[src/design/gmd_pkg.sv]
package gmd_pkg;

  localparam int unsigned FreqW  = 16;
  localparam int unsigned DataW  = 16;
  localparam int unsigned MdW    = 24;
  localparam int unsigned FracW  = 8;
  localparam int unsigned TotW   = 25;   // covers up to 512 classes
  localparam int unsigned WsumW  = 42;
  localparam int unsigned DsumW  = 42;
  localparam int unsigned QuotW  = DsumW + FracW;

  typedef enum logic [2:0] {
    ST_LOAD,
    ST_DIV_MEAN,
    ST_WALK,
    ST_DIV_DEV,
    ST_OUT
  } state_e;

  typedef struct packed {
    logic load;      // accept a class into table and sums
    logic mean_start;
    logic walk_start;
    logic walk_step;
    logic dev_start;
    logic clear;
  } ctrl_t;

  typedef struct packed {
    logic div_done;
    logic walk_last;
    logic zero_total;
  } stat_t;

endpackage

[src/design/gmd_ram.sv]
module gmd_ram #(
  parameter int unsigned Width = 16,
  parameter int unsigned Depth = 32
) (
  input  logic                                     clk_i,
  input  logic                                     we_i,
  input  logic [$clog2(Depth > 1 ? Depth : 2)-1:0] waddr_i,
  input  logic [Width-1:0]                         wdata_i,
  input  logic [$clog2(Depth > 1 ? Depth : 2)-1:0] raddr_i,
  output logic [Width-1:0]                         rdata_o
);
  logic [Width-1:0] mem [Depth];

  always_ff @(posedge clk_i) begin
    if (we_i) begin
      mem[waddr_i] <= wdata_i;
    end
    rdata_o <= mem[raddr_i];
  end
endmodule

[src/design/gmd_div.sv]
// unsigned restoring divider, one quotient bit per cycle
module gmd_div #(
  parameter int unsigned NumW = 50,
  parameter int unsigned DenW = 25
) (
  input  logic            clk_i,
  input  logic            rst_ni,
  input  logic            start_i,
  input  logic [NumW-1:0] num_i,
  input  logic [DenW-1:0] den_i,
  output logic            done_o,
  output logic [NumW-1:0] quot_o
);
  localparam int unsigned CntW = $clog2(NumW + 1);

  logic [NumW-1:0] quot_q, quot_d;
  logic [DenW:0]   rem_q, rem_d;
  logic [DenW-1:0] den_q, den_d;
  logic [CntW-1:0] cnt_q, cnt_d;
  logic            busy_q, busy_d, done_q, done_d;
  logic [DenW:0]   trial;

  always_comb begin
    quot_d = quot_q;
    rem_d  = rem_q;
    den_d  = den_q;
    cnt_d  = cnt_q;
    busy_d = busy_q;
    done_d = 1'b0;
    trial  = {rem_q[DenW-1:0], quot_q[NumW-1]};
    if (start_i) begin
      quot_d = num_i;
      rem_d  = '0;
      den_d  = den_i;
      cnt_d  = CntW'(NumW);
      busy_d = 1'b1;
    end else if (busy_q) begin
      if (trial >= {1'b0, den_q}) begin
        rem_d  = trial - {1'b0, den_q};
        quot_d = {quot_q[NumW-2:0], 1'b1};
      end else begin
        rem_d  = trial;
        quot_d = {quot_q[NumW-2:0], 1'b0};
      end
      cnt_d = cnt_q - 1'b1;
      if (cnt_q == CntW'(1)) begin
        busy_d = 1'b0;
        done_d = 1'b1;
      end
    end
  end

  always_ff @(posedge clk_i or negedge rst_ni) begin
    if (!rst_ni) begin
      busy_q <= 1'b0;
      done_q <= 1'b0;
      cnt_q  <= '0;
    end else begin
      busy_q <= busy_d;
      done_q <= done_d;
      cnt_q  <= cnt_d;
    end
  end

  always_ff @(posedge clk_i) begin
    quot_q <= quot_d;
    rem_q  <= rem_d;
    den_q  <= den_d;
  end

  assign done_o = done_q;
  assign quot_o = quot_q;
endmodule

[src/design/gmd_ctrl.sv]
module gmd_ctrl (
  input  logic           clk_i,
  input  logic           rst_ni,
  input  logic           in_valid_i,
  output logic           in_stall_o,
  input  logic           last_class_i,
  output logic           out_valid_o,
  input  logic           out_stall_i,
  output gmd_pkg::ctrl_t ctrl_o,
  input  gmd_pkg::stat_t stat_i
);
  import gmd_pkg::*;

  state_e state_q, state_d;
  logic   acc;

  assign acc = in_valid_i && state_q == ST_LOAD;

  always_comb begin
    state_d = state_q;
    unique case (state_q)
      ST_LOAD: begin
        if (in_valid_i && last_class_i) begin
          state_d = ST_DIV_MEAN;
        end
      end
      ST_DIV_MEAN: begin
        if (stat_i.zero_total) begin
          state_d = ST_OUT;
        end else if (stat_i.div_done) begin
          state_d = ST_WALK;
        end
      end
      ST_WALK: begin
        if (stat_i.walk_last) begin
          state_d = ST_DIV_DEV;
        end
      end
      ST_DIV_DEV: begin
        if (stat_i.div_done) begin
          state_d = ST_OUT;
        end
      end
      ST_OUT: begin
        if (!out_stall_i) begin
          state_d = ST_LOAD;
        end
      end
      default: state_d = ST_LOAD;
    endcase
  end

  always_comb begin
    in_stall_o = state_q != ST_LOAD;
    out_valid_o = state_q == ST_OUT;
    ctrl_o = '0;
    ctrl_o.load = acc;
    ctrl_o.mean_start = acc && last_class_i;
    ctrl_o.walk_start = state_q == ST_DIV_MEAN && stat_i.div_done;
    ctrl_o.walk_step = state_q == ST_WALK;
    ctrl_o.dev_start = state_q == ST_WALK && stat_i.walk_last;
    ctrl_o.clear = state_q == ST_OUT && !out_stall_i;
  end

  always_ff @(posedge clk_i or negedge rst_ni) begin
    if (!rst_ni) begin
      state_q <= ST_LOAD;
    end else begin
      state_q <= state_d;
    end
  end

  a_no_accept_busy: assert property (@(posedge clk_i) disable iff (!rst_ni)
    state_q != ST_LOAD |-> in_stall_o) else $error("accept while busy");
  a_out_hold: assert property (@(posedge clk_i) disable iff (!rst_ni)
    out_valid_o && out_stall_i |=> out_valid_o) else $error("result dropped");
  a_last_starts: assert property (@(posedge clk_i) disable iff (!rst_ni)
    acc && last_class_i |=> state_q == ST_DIV_MEAN) else $error("series not closed");
endmodule

[src/design/gmd_dp.sv]
module gmd_dp #(
  parameter int unsigned MaxClasses = 32
) (
  input  logic                        clk_i,
  input  logic                        rst_ni,
  input  gmd_pkg::ctrl_t              ctrl_i,
  output gmd_pkg::stat_t              stat_o,
  input  logic signed [15:0]          lower_limit_i,
  input  logic signed [15:0]          upper_limit_i,
  input  logic [15:0]                 frequency_i,
  output logic [23:0]                 mean_deviation_o,
  output logic signed [15:0]          series_mean_o,
  output logic                        divide_error_o,
  output logic                        overflow_o
);
  import gmd_pkg::*;

  localparam int unsigned AddrW = (MaxClasses > 1) ? $clog2(MaxClasses) : 1;
  localparam int unsigned CntW  = $clog2(MaxClasses + 1);

  logic [CntW-1:0]         count_q, count_d;
  logic [TotW-1:0]         total_q, total_d;
  logic signed [WsumW-1:0] wsum_q, wsum_d;
  logic [DsumW-1:0]        dsum_q, dsum_d;
  logic                    drop_q, drop_d;
  logic                    neg_q;
  logic signed [15:0]      mean_q;
  logic [CntW-1:0]         rd_q;    // read address issued
  logic                    pv_q;    // read data valid
  logic [CntW-1:0]         seen_q;  // entries summed
  logic [23:0]             md_q;

  logic signed [16:0] sum17;
  logic signed [15:0] mid;
  logic               room;
  logic [DataW-1:0]   mid_rd;
  logic [FreqW-1:0]   frq_rd;
  logic [QuotW-1:0]   div_num, quot;
  logic               div_start, div_done;
  logic [WsumW-1:0]   wabs;
  logic signed [17:0] diff;
  logic [16:0]        adist;
  logic [33:0]        prod;

  assign sum17 = 17'(lower_limit_i) + 17'(upper_limit_i);
  // truncate toward zero: bias negative odd sums up before the shift
  assign mid   = 16'((sum17 + 17'(sum17[16])) >>> 1);
  assign room  = count_q < CntW'(MaxClasses);

  gmd_ram #(.Width(DataW), .Depth(MaxClasses)) u_mid_ram (
    .clk_i, .we_i(ctrl_i.load && room), .waddr_i(count_q[AddrW-1:0]),
    .wdata_i(mid), .raddr_i(rd_q[AddrW-1:0]), .rdata_o(mid_rd));
  gmd_ram #(.Width(FreqW), .Depth(MaxClasses)) u_frq_ram (
    .clk_i, .we_i(ctrl_i.load && room), .waddr_i(count_q[AddrW-1:0]),
    .wdata_i(frequency_i), .raddr_i(rd_q[AddrW-1:0]), .rdata_o(frq_rd));

  assign wabs = wsum_d[WsumW-1] ? WsumW'(-wsum_d) : WsumW'(wsum_d);
  // no mean division for an empty series, so the divider stays idle
  assign div_start = (ctrl_i.mean_start && total_d != '0) || ctrl_i.dev_start;
  assign div_num = ctrl_i.mean_start ? QuotW'(wabs) : {dsum_d, {FracW{1'b0}}};

  gmd_div #(.NumW(QuotW), .DenW(TotW)) u_div (
    .clk_i, .rst_ni, .start_i(div_start), .num_i(div_num), .den_i(total_d),
    .done_o(div_done), .quot_o(quot));

  assign diff  = 18'($signed(mid_rd)) - 18'(mean_q);
  assign adist = diff[17] ? 17'(-diff) : 17'(diff);

  always_comb begin
    count_d = count_q;
    total_d = total_q;
    wsum_d  = wsum_q;
    drop_d  = drop_q;
    dsum_d  = dsum_q;
    prod    = 34'(adist) * 34'(frq_rd);
    if (ctrl_i.load) begin
      if (room) begin
        count_d = count_q + 1'b1;
        total_d = total_q + TotW'(frequency_i);
        wsum_d  = wsum_q + WsumW'(mid) * $signed({1'b0, frequency_i});
      end else begin
        drop_d = 1'b1;
      end
    end
    if (ctrl_i.walk_start) begin
      dsum_d = '0;
    end else if (pv_q) begin
      dsum_d = dsum_q + DsumW'(prod);
    end
    if (ctrl_i.clear) begin
      count_d = '0;
      total_d = '0;
      wsum_d  = '0;
      drop_d  = 1'b0;
      dsum_d  = '0;
    end
  end

  always_ff @(posedge clk_i or negedge rst_ni) begin
    if (!rst_ni) begin
      count_q <= '0;
      total_q <= '0;
      wsum_q  <= '0;
      dsum_q  <= '0;
      drop_q  <= 1'b0;
      rd_q    <= '0;
      pv_q    <= 1'b0;
      seen_q  <= '0;
    end else begin
      count_q <= count_d;
      total_q <= total_d;
      wsum_q  <= wsum_d;
      dsum_q  <= dsum_d;
      drop_q  <= drop_d;
      if (ctrl_i.walk_start) begin
        rd_q   <= '0;
        seen_q <= '0;
        pv_q   <= 1'b0;
      end else if (ctrl_i.walk_step) begin
        pv_q <= rd_q < count_q;
        if (rd_q < count_q) begin
          rd_q <= rd_q + 1'b1;
        end
        if (pv_q) begin
          seen_q <= seen_q + 1'b1;
        end
      end else begin
        pv_q <= 1'b0;
      end
    end
  end

  always_ff @(posedge clk_i) begin
    if (ctrl_i.mean_start) begin
      neg_q <= wsum_d[WsumW-1];
    end
    if (ctrl_i.walk_start) begin
      mean_q <= neg_q ? 16'(-quot) : 16'(quot);
    end
    if (ctrl_i.mean_start && total_d == '0) begin
      mean_q <= '0;
      md_q   <= '0;
    end else if (ctrl_i.walk_step && stat_o.walk_last) begin
      md_q <= '0;
    end else if (div_done && !ctrl_i.walk_start) begin
      md_q <= (quot > QuotW'(24'hFFFFFF)) ? 24'hFFFFFF : quot[23:0];
    end
  end

  assign stat_o.div_done   = div_done;
  assign stat_o.zero_total = total_q == '0;
  assign stat_o.walk_last  = ctrl_i.walk_step && pv_q && seen_q + 1'b1 == count_q;

  assign mean_deviation_o = md_q;
  assign series_mean_o    = mean_q;
  assign divide_error_o   = total_q == '0;
  assign overflow_o       = drop_q;

  a_count_bound: assert property (@(posedge clk_i) disable iff (!rst_ni)
    count_q <= CntW'(MaxClasses)) else $error("class count past table");
  a_clear: assert property (@(posedge clk_i) disable iff (!rst_ni)
    ctrl_i.clear |=> count_q == '0 && total_q == '0 && !drop_q) else $error("not cleared");
  a_drop_full: assert property (@(posedge clk_i) disable iff (!rst_ni)
    ctrl_i.load && !room && !ctrl_i.clear |=> drop_q) else $error("drop not flagged");
endmodule

[src/design/grouped_mean_deviation_from_mean_top.sv]
// Mean absolute deviation of a grouped series.
// Input channel: one class per transaction (lower_limit_i, upper_limit_i,
// frequency_i, last_class_i), handshake in_valid_i / in_stall_o.
// Classes are taken one per cycle while loading; a series may hold up to
// MAX_CLASSES classes, later ones are dropped and flag overflow_o.
// A class with last_class_i closes the series and yields one result on
// the output channel (out_valid_o / out_stall_i): mean_deviation_o with
// 8 fraction bits, series_mean_o, divide_error_o and overflow_o.
// The result follows two radix-2 divisions of a 50-bit dividend, one for
// the mean and one for the deviation, with a walk over the stored class
// table between them.
// With zero total frequency both divisions and the walk are skipped.
// While busy or holding a result in_stall_o is high. A stalled result holds
// until taken; then all sums clear and the next class is taken from the
// following cycle on.
// Reset (rst_ni low, asynchronous) empties the series and drops any result.
module grouped_mean_deviation_from_mean_top #(
  parameter int unsigned MAX_CLASSES = 32
) (
  input  logic               clk_i,
  input  logic               rst_ni,
  input  logic               in_valid_i,
  output logic               in_stall_o,
  input  logic signed [15:0] lower_limit_i,
  input  logic signed [15:0] upper_limit_i,
  input  logic [15:0]        frequency_i,
  input  logic               last_class_i,
  output logic               out_valid_o,
  input  logic               out_stall_i,
  output logic [23:0]        mean_deviation_o,
  output logic signed [15:0] series_mean_o,
  output logic               divide_error_o,
  output logic               overflow_o
);
  import gmd_pkg::*;

  ctrl_t ctrl;
  stat_t stat;

  gmd_ctrl u_ctrl (
    .clk_i, .rst_ni, .in_valid_i, .in_stall_o, .last_class_i,
    .out_valid_o, .out_stall_i, .ctrl_o(ctrl), .stat_i(stat));

  gmd_dp #(.MaxClasses(MAX_CLASSES)) u_dp (
    .clk_i, .rst_ni, .ctrl_i(ctrl), .stat_o(stat),
    .lower_limit_i, .upper_limit_i, .frequency_i,
    .mean_deviation_o, .series_mean_o, .divide_error_o, .overflow_o);
endmodule
[config.mk]
export PLATFORM = sky130hd
export DESIGN_NAME = grouped_mean_deviation_from_mean_top
export DESIGN_NICKNAME = d
export VERILOG_FILES = /design/src/design/gmd_pkg.sv /design/src/design/gmd_ram.sv /design/src/design/gmd_div.sv /design/src/design/gmd_ctrl.sv /design/src/design/gmd_dp.sv /design/src/design/grouped_mean_deviation_from_mean_top.sv
export SDC_FILE = /design/constraint.sdc
export NUM_CORES = 2
export LEC_CHECK = 0
export ABC_AREA = 1
export ABC_CLOCK_PERIOD_IN_PS = 10450
export BUFFER_PORTS_ARGS = -buffer_cell sky130_fd_sc_hd__buf_2
export CELL_PAD_IN_SITES_DETAIL_PLACEMENT = 1
export CELL_PAD_IN_SITES_GLOBAL_PLACEMENT = 2
export CORE_UTILIZATION = 42
export DETAILED_ROUTE_END_ITERATION = 12
export PLACE_DENSITY_LB_ADDON = 0.1
export SETUP_SLACK_MARGIN = 0.3
export SYNTH_ARGS = -nofsm -noshare
export SYNTH_HDL_FRONTEND = slang
export SYNTH_SLANG_ARGS = --single-unit
[constraint.sdc]
create_clock -name clk_i -period 10.45 [get_ports clk_i]
set_clock_uncertainty 0.2 [all_clocks]
set_input_delay 2.09 -clock clk_i [delete_from_list [all_inputs] [get_ports clk_i]]
set_output_delay 2.09 -clock clk_i [all_outputs]
set_load 0.02 [all_outputs]
==> impl_metrics.tcl <==
set metrics [dict create \
    status "finished, violations left" \
    violations "setup timing" \
    max_stage_delay_ns 0.51 \
    fin_ws_ns -1.42 \
    hold_viol 0 \
    cp_common_cell "nand2_1" \
    crit_buf_inv 22 \
    wirelength_um 296000 \
    netlist_instances 8647 \
    grt_max_degree 193 \
    tightest_slew_ns 1.34 \
    layout.nets 10215 \
    cts.sinks 1337 \
    vias 66243 \
    ff_latch_area_um2 38500 \
    fmax_mhz 84.3 \
    maxSlewViolCount 0 \
    critPathTopFamily "adder cells" \
    wl_per_cell_um 24.6 \
    crit_arrival_ns 12.25 \
    setup_violations 68 \
    clk_pin_slew_worst_paths_ns 0.06 \
    hold_ws_ns 0.286 \
    cts_tree "done" \
    grt_usage_pct 30.1 \
    route.detailed.drc 0 \
    row_count 161 \
    io_pins 97 \
    rr_worst_depth 42 \
    clk-insertion-delay-late_ns 0.85 \
    syn-cell-area_um2 81200 \
    hold_path_class "reg -> reg" \
    gp_congestion 0.874 \
    synth-edff-count 1100 \
    coreArea_um2 192000 \
    first_pass_iters 6 \
    crit_required_ns 10.83 \
    start_kind "input pin" \
    dp_hpwl_um 201000 \
    criticalPathCategory "in -> reg" \
    avgViaCountPerCell 5.52 \
    h-tree-depth 4 \
    slew_headroom_pct 10.9 \
    antenna_found_initial 11 \
    yosysWarnings 0 \
    grt_overflow_total 0 \
    synth-main-ff-cell "edfxtp_1" \
    synth.avg_cell_area_um2 9.39 \
    port_buffers 96 \
    grt_pass1_wl_um 442000 \
    post-route-period-util_pct 114 \
    die_w_um 442 \
    critPathSlowestCell "fa_1" \
    numCtsBuffers 149 \
    worst-r2r-setup-slack_ns 0.94 \
    hold_buffers 0 \
    grt_pass1_vias 70937 \
    r2r_start "u_dp.series_mean_o[6]" \
    cp-startpoint "lower_limit_i[0]" \
    cp-endpoint "u_dp.u_div.quot_o[28]" \
    critPathMaxFanout 7 \
    start_util_pct 42.2 \
    r2r-end "u_dp.u_div.quot_o[46]" \
    area_growth_pct 20.4 \
    yosysSeqAreaShare_pct 47.4 \
    n_fill_cell 21491 \
    critPathCaptureType "flip-flop" \
    root_buffer "clkbuf_16" \
    die-area_um2 195000 \
    ys_ff_latch 1337 \
    synth_nets 9507 \
    ant_nets 0 \
    multi_input_area_um2 39000 \
    async_reset_ff_share_pct 10.5 \
    synthDistinctLibCells 61 \
    die_h_um 442 \
    grt_setup_unrepaired "yes" \
    fin_crit_ns 11.87 \
    maxCapViolations 0 \
    clock_tree.buffer_depth 3 \
    drive_above_1_share_pct 18.7 \
    path_depth 71 \
    drtIter0Drc 5055 \
]
-- state kept, by name (all words and copies together) (netlist names), 16 cells and up --
name / cells
u_dp.u_frq_ram.mem: 512
u_dp.u_div.quot_o: 50
u_dp.mean_deviation_o: 24
u_dp.total_q: 25
u_dp.u_mid_ram.rdata_o: 16
u_dp.series_mean_o: 16
u_dp.u_frq_ram.rdata_o: 16
u_dp.u_div.den_q: 25
u_dp.u_mid_ram.mem: 512
u_dp.wsum_q: 42
u_dp.dsum_q: 42
u_dp.u_div.rem_q: 25
-- worst register-to-register path: cells and delay by family (launching register included) --
| family | cells | cell delay, ns |
|---|---|---|
| flops | 1 | 0.44 |
| fa+ha+maj | 8 | 4.01 |
| simple gates | 23 | 2.95 |
| buf+inv | 6 | 0.45 |
| compound gates | 4 | 0.94 |
| xor+xnor | 1 | 0.34 |
-- cell usage after synthesis, types with 10 or more instances --
cell type / instances / area (um2)
nand2_1: 1527 / 5730
inv_1: 1241 / 4660
edfxtp_1: 1100 / 33000
nor2_1: 1094 / 4110
o21ai_0: 724 / 3620
fa_1: 440 / 8810
nand3_1: 410 / 2050
ha_1: 367 / 4590
a21oi_1: 295 / 1480
clkbuf_1: 290 / 1090
o22ai_1: 167 / 1040
dfrtp_1: 140 / 3500
o221ai_1: 99 / 867
dfxtp_1: 97 / 1940
xor2_1: 92 / 806
nand4_1: 80 / 500
o211ai_1: 58 / 435
nor3_1: 52 / 260
xnor2_1: 45 / 394
o21a_1: 44 / 330
buf_2: 30 / 150
buf_1: 20 / 75.1
nor4_1: 18 / 113
buf_4: 17 / 128
a211oi_1: 16 / 120
a21o_1: 15 / 113
o21ai_1: 14 / 70.1
inv_2: 13 / 48.8
nand3b_1: 13 / 97.6
clkinv_1: 12 / 45.0
nand2_2: 11 / 68.8
nand3_2: 11 / 110
o21bai_1: 11 / 82.6
or2_2: 11 / 68.8
nor2_2: 10 / 62.6
-- layout by cell type (no fill, tap or decap), types with 45 or more instances in the layout --
master     count
inv_2         70
nand3_2       45
buf_2         93
dfxtp_1       97
o221ai_1      99
buf_4        722
nand4_1       80
nand2_2      159
clkbuf_16    153
o21ai_0      692
a21oi_1      242
nor2_2        47
buf_6         63
nor2_4        67
nor2_1       996
fa_1         428
inv_1       1166
ha_1         326
edfxtp_1    1100
nand3_1      374
nand2_1     1340
dfrtp_1      136
xor2_1        87
o22ai_1      167
o211ai_1      58
-- metal layers --
layer | track usage (%) | wire [um] | part of all wire (%)
met1 | 38.9 | 123000 | 42
met2 | 51.7 | 145000 | 49
met3 | 3.49 | 15500 | 5.2
met4 | 11.6 | 12200 | 4.1
met5 | 0 | 0 | 0
-- area by class of cell --
class                   count  share of cell area [%]
multi-input cells        5682                    39.9
inverters                1266                    4.94
repair buffers            919                    7.62
clock inverters            77                   0.816
diodes                      3                 0.00767
flip-flops and latches   1337                    39.3
clock buffers             193                    4.12
well taps                2526                    3.23
-- kinds of logic after synthesis --
family / count (synthesis) / synth area share (%)
and+or+nand+nor: 3258 / 16.5
buffers and inverters: 1629 / 7.71
AOI/OAI and AO/OA: 1475 / 10.4
DFF: 1337 / 47.4
adders and majority gates: 807 / 16.5
xor gates and xnor gates: 141 / 1.57
-- repair_timing --
action	CTS	global route
pin swaps	141	160
setup endpoints to repair	72	87
buffers inserted	65	34
gates cloned	7	2
resized for setup	397	257
-- through the flow --
step	std cells	instance area, um2	util [%]	worst slack, ns	setup TNS (ns)
after global routing	12002	97800	50.8	-1.95	-103.82
after floorplan	8647	81500	-	-1.70	-83.48
final	12003	97800	50.8	-1.42	-66.02
after CTS	11964	96600	50.2	-1.24	-59.47
after global placement	11622	89600	46.6	-2.48	-138.32
after detailed placement	11622	89600	46.6	-2.66	-152.63
-- how the worst min path moves through the flow --
| stage | from | endpoint | slack [ns] | depth (start not counted) |
|---|---|---|---|---|
| global placement | u_dp.count_q[5] | u_dp.count_q[5] | 0.27 | 2 |
| CTS | u_dp.u_div.rem_q[16] | u_dp.u_div.rem_q[16] | 0.29 | 2 |
| floorplan | u_dp.rd_q[5] | u_dp.rd_q[5] | 0.24 | 1 |
| finish | u_dp.u_div.rem_q[16] | u_dp.u_div.rem_q[16] | 0.29 | 2 |
| global route | u_dp.rd_q[5] | u_dp.rd_q[5] | 0.31 | 1 |
| detailed placement | u_dp.u_div.rem_q[16] | u_dp.u_div.rem_q[16] | 0.28 | 2 |
Power is left out: the tool's default activity adds up to more than one toggle a clock period on the data nets, which glitch-free logic cannot reach.
